<file path="config.mk">
export PLATFORM = sky130hd
export DESIGN_NAME = pla_cell
export DESIGN_NICKNAME = d
export VERILOG_FILES = /design/src/rtl/pla_pkg.sv /design/src/rtl/pla_cell.sv
export SDC_FILE = /design/constraint.sdc
export NUM_CORES = 1
export LEC_CHECK = 0
export ABC_CLOCK_PERIOD_IN_PS = 2300
export BUFFER_PORTS_ARGS = -buffer_cell sky130_fd_sc_hd__buf_4
export CAP_MARGIN = 20
export CELL_PAD_IN_SITES_DETAIL_PLACEMENT = 1
export CELL_PAD_IN_SITES_GLOBAL_PLACEMENT = 2
export CORE_MARGIN = 2
export CORE_UTILIZATION = 21
export CTS_CLUSTER_DIAMETER = 30
export DETAILED_ROUTE_END_ITERATION = 16
export PLACE_DENSITY = 0.86
export SYNTH_ARGS = -nofsm -noshare
export SYNTH_HDL_FRONTEND = slang
export SYNTH_SLANG_ARGS = --single-unit
</file>
<file path="constraint.sdc">
create_clock -name clk -period 2.3 [get_ports clk]
set_clock_uncertainty 0.15 [all_clocks]
set_input_delay 0.46 -clock clk [delete_from_list [all_inputs] [get_ports clk]]
set_output_delay 0.46 -clock clk [all_outputs]
set_load 0.05 [all_outputs]
</file>
<file path="src/rtl/pla_pkg.sv">
// Package for the positional array list: action codes, fixed field widths
// and the control bundle that the top level broadcasts to every entry cell.
// No dependencies.
package pla_pkg;

  localparam int unsigned ACTION_BITS = 2;
  localparam int unsigned POS_BITS    = 7;
  localparam int unsigned VALUE_BITS  = 32;
  localparam int unsigned COUNT_BITS  = 7;

  localparam logic [ACTION_BITS-1:0] ACT_INSERT = 2'd0;
  localparam logic [ACTION_BITS-1:0] ACT_REMOVE = 2'd1;
  localparam logic [ACTION_BITS-1:0] ACT_SEARCH = 2'd2;

  // Per-cycle command seen by every cell of the chain.
  typedef struct packed {
    logic ins;   // accepted insert that succeeds
    logic rem;   // accepted remove that succeeds
    logic srch;  // accepted search
  } cell_ctl_t;

endpackage

</file>
<file path="src/rtl/pla_cell.sv">
// One entry cell of the positional array list chain.
// Depends on pla_pkg (cell_ctl_t).
module pla_cell
  import pla_pkg::*;
#(
  parameter int unsigned WORD_BITS = 32,
  parameter int unsigned CW        = 7,
  parameter int unsigned INDEX     = 0
) (
  input  logic                 clk,
  input  cell_ctl_t            ctl,
  input  logic [CW-1:0]        pos,
  input  logic [CW-1:0]        fill,
  input  logic [WORD_BITS-1:0] key,
  input  logic [WORD_BITS-1:0] left,
  input  logic [WORD_BITS-1:0] right,
  output logic [WORD_BITS-1:0] entry,
  output logic                 match
);

  localparam logic [CW-1:0] MY_INDEX = CW'(INDEX);

  // Insert takes the left neighbor above the position and the new word at
  // it; remove takes the right neighbor from the position upward.
  always_ff @(posedge clk) begin
    if (ctl.ins && (MY_INDEX > pos)) begin
      entry <= left;
    end else if (ctl.ins && (MY_INDEX == pos)) begin
      entry <= key;
    end else if (ctl.rem && (MY_INDEX >= pos)) begin
      entry <= right;
    end
    match <= ctl.srch && (MY_INDEX < fill) && (entry == key);
  end

endmodule
</file>
# Word level (Yosys, flattened, before mapping)
# Cells that the tools add are included.
[op_classes] n_eq_ne=1 order_cmp=3 reduce_logical=7 muxes=3
[ops] operator="32-bit two-way mux" count=3
[ops] operator="32-bit == test" count=1
[ops] operator="1-bit by 7-bit greater-or-equal comparator with 1-bit output (first input constant)" count=1
[ops] operator="1-bit by 7-bit greater-than comparator with 1-bit output (first input constant)" count=1
[ops] operator="7-bit zero test" count=1
[ops] operator="1-bit by 7-bit < comparator with 1-bit output (first input constant)" count=1
[ops] operator="1-bit logical AND" count=5
[ops] operator="3-bit nonzero test" count=1
[totals] elab_cells=16 output_inout_bits=33 register_bits=33 in_bits=114

# Logic depth before layout (Yosys ltp)
[depth] word_depth=5 depth_mapped=5 ltp_nobuf=4

# Least setup slack after synthesis
# No wires, ideal clock.
[synth_timing] kind="input to register" start="input pos[3]" end="register entry[0], enable pin" slack_ns=-0.233 t_arrival_ns=1.992 path_stages=3 path_cell_list="or4_4 -> nor4_4 -> o21a_1"
[synth_via] elab_chain_cells=3 elab_cells_between_ends=7 classes_between="2 x order compare; 5 x reduce/logical"
[synth_rtl] item="start: declaration" line_no="pla_cell.sv:12" source="input logic [CW-1:0] pos,"
[synth_rtl] item="1-bit by 7-bit greater-than comparator with 1-bit output (tied with other cells)" line_no="pla_cell.sv:26" source="if (ctl.ins && (MY_INDEX > pos)) begin"
[synth_rtl] item="1-bit logical AND (on tied branches)" line_no="pla_cell.sv:26, pla_cell.sv:28, pla_cell.sv:30"
[synth_rtl] item="3-bit nonzero test (no source line) *"
[synth_rtl] item="end signal: assignment" line_no="pla_cell.sv:27" source="entry <= left;"
[synth_rtl] item="end signal: assignment" line_no="pla_cell.sv:29" source="entry <= key;"
[synth_rtl] item="end signal: assignment" line_no="pla_cell.sv:31" source="entry <= right;"
[synth_rtl] item="end: declaration" line_no="pla_cell.sv:17" source="output logic [WORD_BITS-1:0] entry,"
# Mark *: on every way between the ends. The rest lies on a longest branch, timed or not.
# A chain may end at the register's enable or synchronous reset.

# Worst setup path after layout
[layout_timing] start="input pos[3]" end="register entry[28] (data pin)"
[layout_via] elab_chain_cells=4 elab_cells_between_ends=6 classes_between="1 x order compare; 2 x mux; 3 x reduce/logical"
[layout_rtl] item="parallel branches: the longest is 3 deep, another holds 1-bit by 7-bit greater-than comparator with 1-bit output"
[layout_rtl] item="32-bit two-way mux *" line_no="pla_cell.sv:26"
# Mark *: on every way between the ends.

==> reports/results.ini <==
[global_routing]
antenna_found_initial=0
largest_net_degree_at_the_start_of_global_routing=21
global_route_wire_length_before_repair_um=8438
global_route.usage.total_pct=10.90
overflow=0
number_of_global_route_vias_before_repair=1694

[run]
cap_violations=0

[worst_setup_path]
slowest_stage=sky130_fd_sc_hd__or4_4
critical_path_required_ps=2180
worst-path-buf-inv=2
worstPathMaxFanout=17
worst-r2r-setup-slack_ps=670
max_stage_delay_ps=530
worst_ep_arrival_time_ps=1920
cp_cell_sequence=buf_4 -> or4_4 -> nor4_4 -> nand2_2 -> buf_12 -> mux2_4
cp.depth=6
reg2regPathDepth=4
timing.critical_path.to_type=flop
end_of_the_worst_register_to_register_path=match$_DFF_P_
regToRegStartpoint=entry[31]$_DFFE_PP_
criticalPathCategory=primary input to flop
critical_path.startpoint_type=primary input
critPathTopFamily=simple AND/OR/NAND/NOR gates

[timing]
timing.final.setup_violations=0
crit_path_time_final_ps=2040
totalNegativeSetupSlack_ps=0
timing.final.ws_setup_ps=259.6
fin_crit_sh_pct=88.71
relSlewSlack_pct=73.57
hold_viol=0
rsz0062_at_grt=no
report.final.slew_viol_count=0
worst_pin_slew_ps=392.8
max_freq_mhz=490.1

[final_layout]
multi_input_area_um2=879.6
utilization_pct=34.51
layout-area-overhead-vs-synth_pct=58.80
layout.nets=356
final_layout_size_suffix_gt1_share_pct=65.84
layout.area.seq_um2=980.9
layoutNonFillerInstCount=351
insertedDiodeCount=0
fillCellCount=975

[clock_network]
insertion_delay_ps=280
tritoncts.num_buffers=5
cts-root-buf=sky130_fd_sc_hd__clkbuf_8
clock_tree.htree_level_count=2
clkSinkCount=33
clock_path_buffers=2
postcts_setup_bufs=0
clk_slew_on_worst_s_h_paths_ps=80
postCtsResizedCells=0
tritoncts=built
cts_hold_buffers=0

[yosys]
ys_types=20
synth.yosys.seq_area_share_pct=51.51
synthesis.instances=120
library_cell_with_the_largest_summed_area_after_synthesis=sky130_fd_sc_hd__edfxtp_1
mappedNetlistNets=234
postSynth.asyncResetShare_pct=0
synth.ff_latch_count=33
yosysWarnings=0
synth.top_cells.by_count=32 x sky130_fd_sc_hd__edfxtp_1, 30 x sky130_fd_sc_hd__mux2_4, 29 x sky130_fd_sc_hd__xor2_1
synthTopCellsByArea=sky130_fd_sc_hd__edfxtp_1 50%, sky130_fd_sc_hd__mux2_4 24%, sky130_fd_sc_hd__xor2_1 13%
synth_largest_type_area_fraction_pct=50.46
synth.most_common_cell=sky130_fd_sc_hd__edfxtp_1
synth_top_flop_cell=sky130_fd_sc_hd__edfxtp_1
synth_area_per_cell_um2=15.87
synth_enable_flop_cells=32
mappedNetlistArea_um2=1904

[route]
drtPass1Iterations=5
first_iter_violations=29
routed-via-count=1469
post_drt_wl_per_cell_um=15.31
dr_drc_count=0
route.detailed.vias_per_inst=4.185
postRouteAntennaNets=0
drt_wl_total_um=5375

[outcome]
status=finished clean

[die]
chipHeight_um=99.23
core-area_um2=8763
die_width_um=99.23
rows=34
io-pin-count=147
floorplan.initialDensity_pct=21.73
design.die.area_um2=9846

[power]
power.density_cell_area_nw_per_um2=429.5
ir_drop_mv=0.2113
leakage_nw=1.384

[worst_hold_path]
worst_hold_startpoint=right[12]
timing.hold.worst_path_depth=2
min-delay-path-class=primary input to flop
hold-path-endpoint=entry[12]$_DFFE_PP_

[placement]
gp_congestion=0.7043
setup_ws_pre_cts_ps=-53.80
numPortBuffers=114
post-place-cells=343
dp_hpwl_um=4364

-- worst reg2reg max path, cell delays in order, from the launching register on --
cell and delay [ps]:
sky130_fd_sc_hd__edfxtp_1 410, sky130_fd_sc_hd__xor2_1 160, sky130_fd_sc_hd__nor4_1 370, sky130_fd_sc_hd__nand4_1 190
sky130_fd_sc_hd__nor4_1 250
-- final cells by class --
type                    count  share of cell area (%)
flip-flops and latches     33                   32.44
repair buffers            118                   30.95
multi-input cells          81                   29.09
well taps                 108                   4.468
clock buffers               5                   2.276
clock inverters             3                  0.4137
inverters                   3                  0.3724
-- logic make-up (layout without fill, tap and decap cells) --
| family | after synthesis | count (layout) | share of synthesized area, % |
|---|---|---|---|
| DFF | 33 | 33 | 51.51 |
| muxes | 32 | 32 | 24.84 |
| AOI/OAI and AO/OA | 5 | 5 | 1.971 |
| buffers and inverters | 6 | 129 | 2.365 |
| xor gates and xnor gates | 29 | 29 | 13.34 |
| and+or+nand+nor | 15 | 15 | 5.978 |
-- per-stage QoR --
stage / area (um^2) / total power [mW] / hold slack, ps
floorplan: 1906 / 0.7559 / 520.1
global placement: 2943 / 0.8880 / 500.3
detailed placement: 2943 / 0.8939 / 512.2
CTS: 3024 / 1.331 / 309.6
global route: 3024 / 1.366 / 311.0
finish: 3024 / 1.299 / 320.7
-- where the power goes --
group          internal (mW)  total, mW  switching (mW)
registers              0.662      0.664         0.00194
clock network          0.204      0.421           0.217
logic                  0.145      0.214          0.0692
-- state kept, by name (all words and copies together), names as in the netlist --
name,count
entry,32
match,1
-- cell usage in the layout (no fill, tap or decap), drive strengths merged, types with 3 or more instances in the layout --
master,Yosys,final
clkinv,0,3
clkbuf,0,5
or4,3,3
nor4,8,8
xor2,29,29
mux2,32,32
buf,3,118
edfxtp,32,32
inv,3,3
-- per-layer routing --
layer / share of wire [%] / GRT usage (%) / vias to the layer above
met4: 0.54 / 2.634 / 0
met1: 39 / 13.07 / 694
met2: 52 / 18.81 / 71
li1: - / - / 700
met5: 0 / 0 / -
met3: 8.2 / 3.725 / 4
-- worst max path at each step --
stage,start,end,slack [ps]
6_report,pos[3],entry[28]$_DFFE_PP_,260
5_1_grt,pos[3],entry[28]$_DFFE_PP_,240
4_1_cts,pos[3],entry[28]$_DFFE_PP_,260
3_5_place_dp,pos[3],entry[28]$_DFFE_PP_,-50
3_3_place_gp,pos[3],entry[28]$_DFFE_PP_,-30
2_1_floorplan,pos[3],entry[0]$_DFFE_PP_,70
Note: power is estimated with default switching activity, not from simulation.
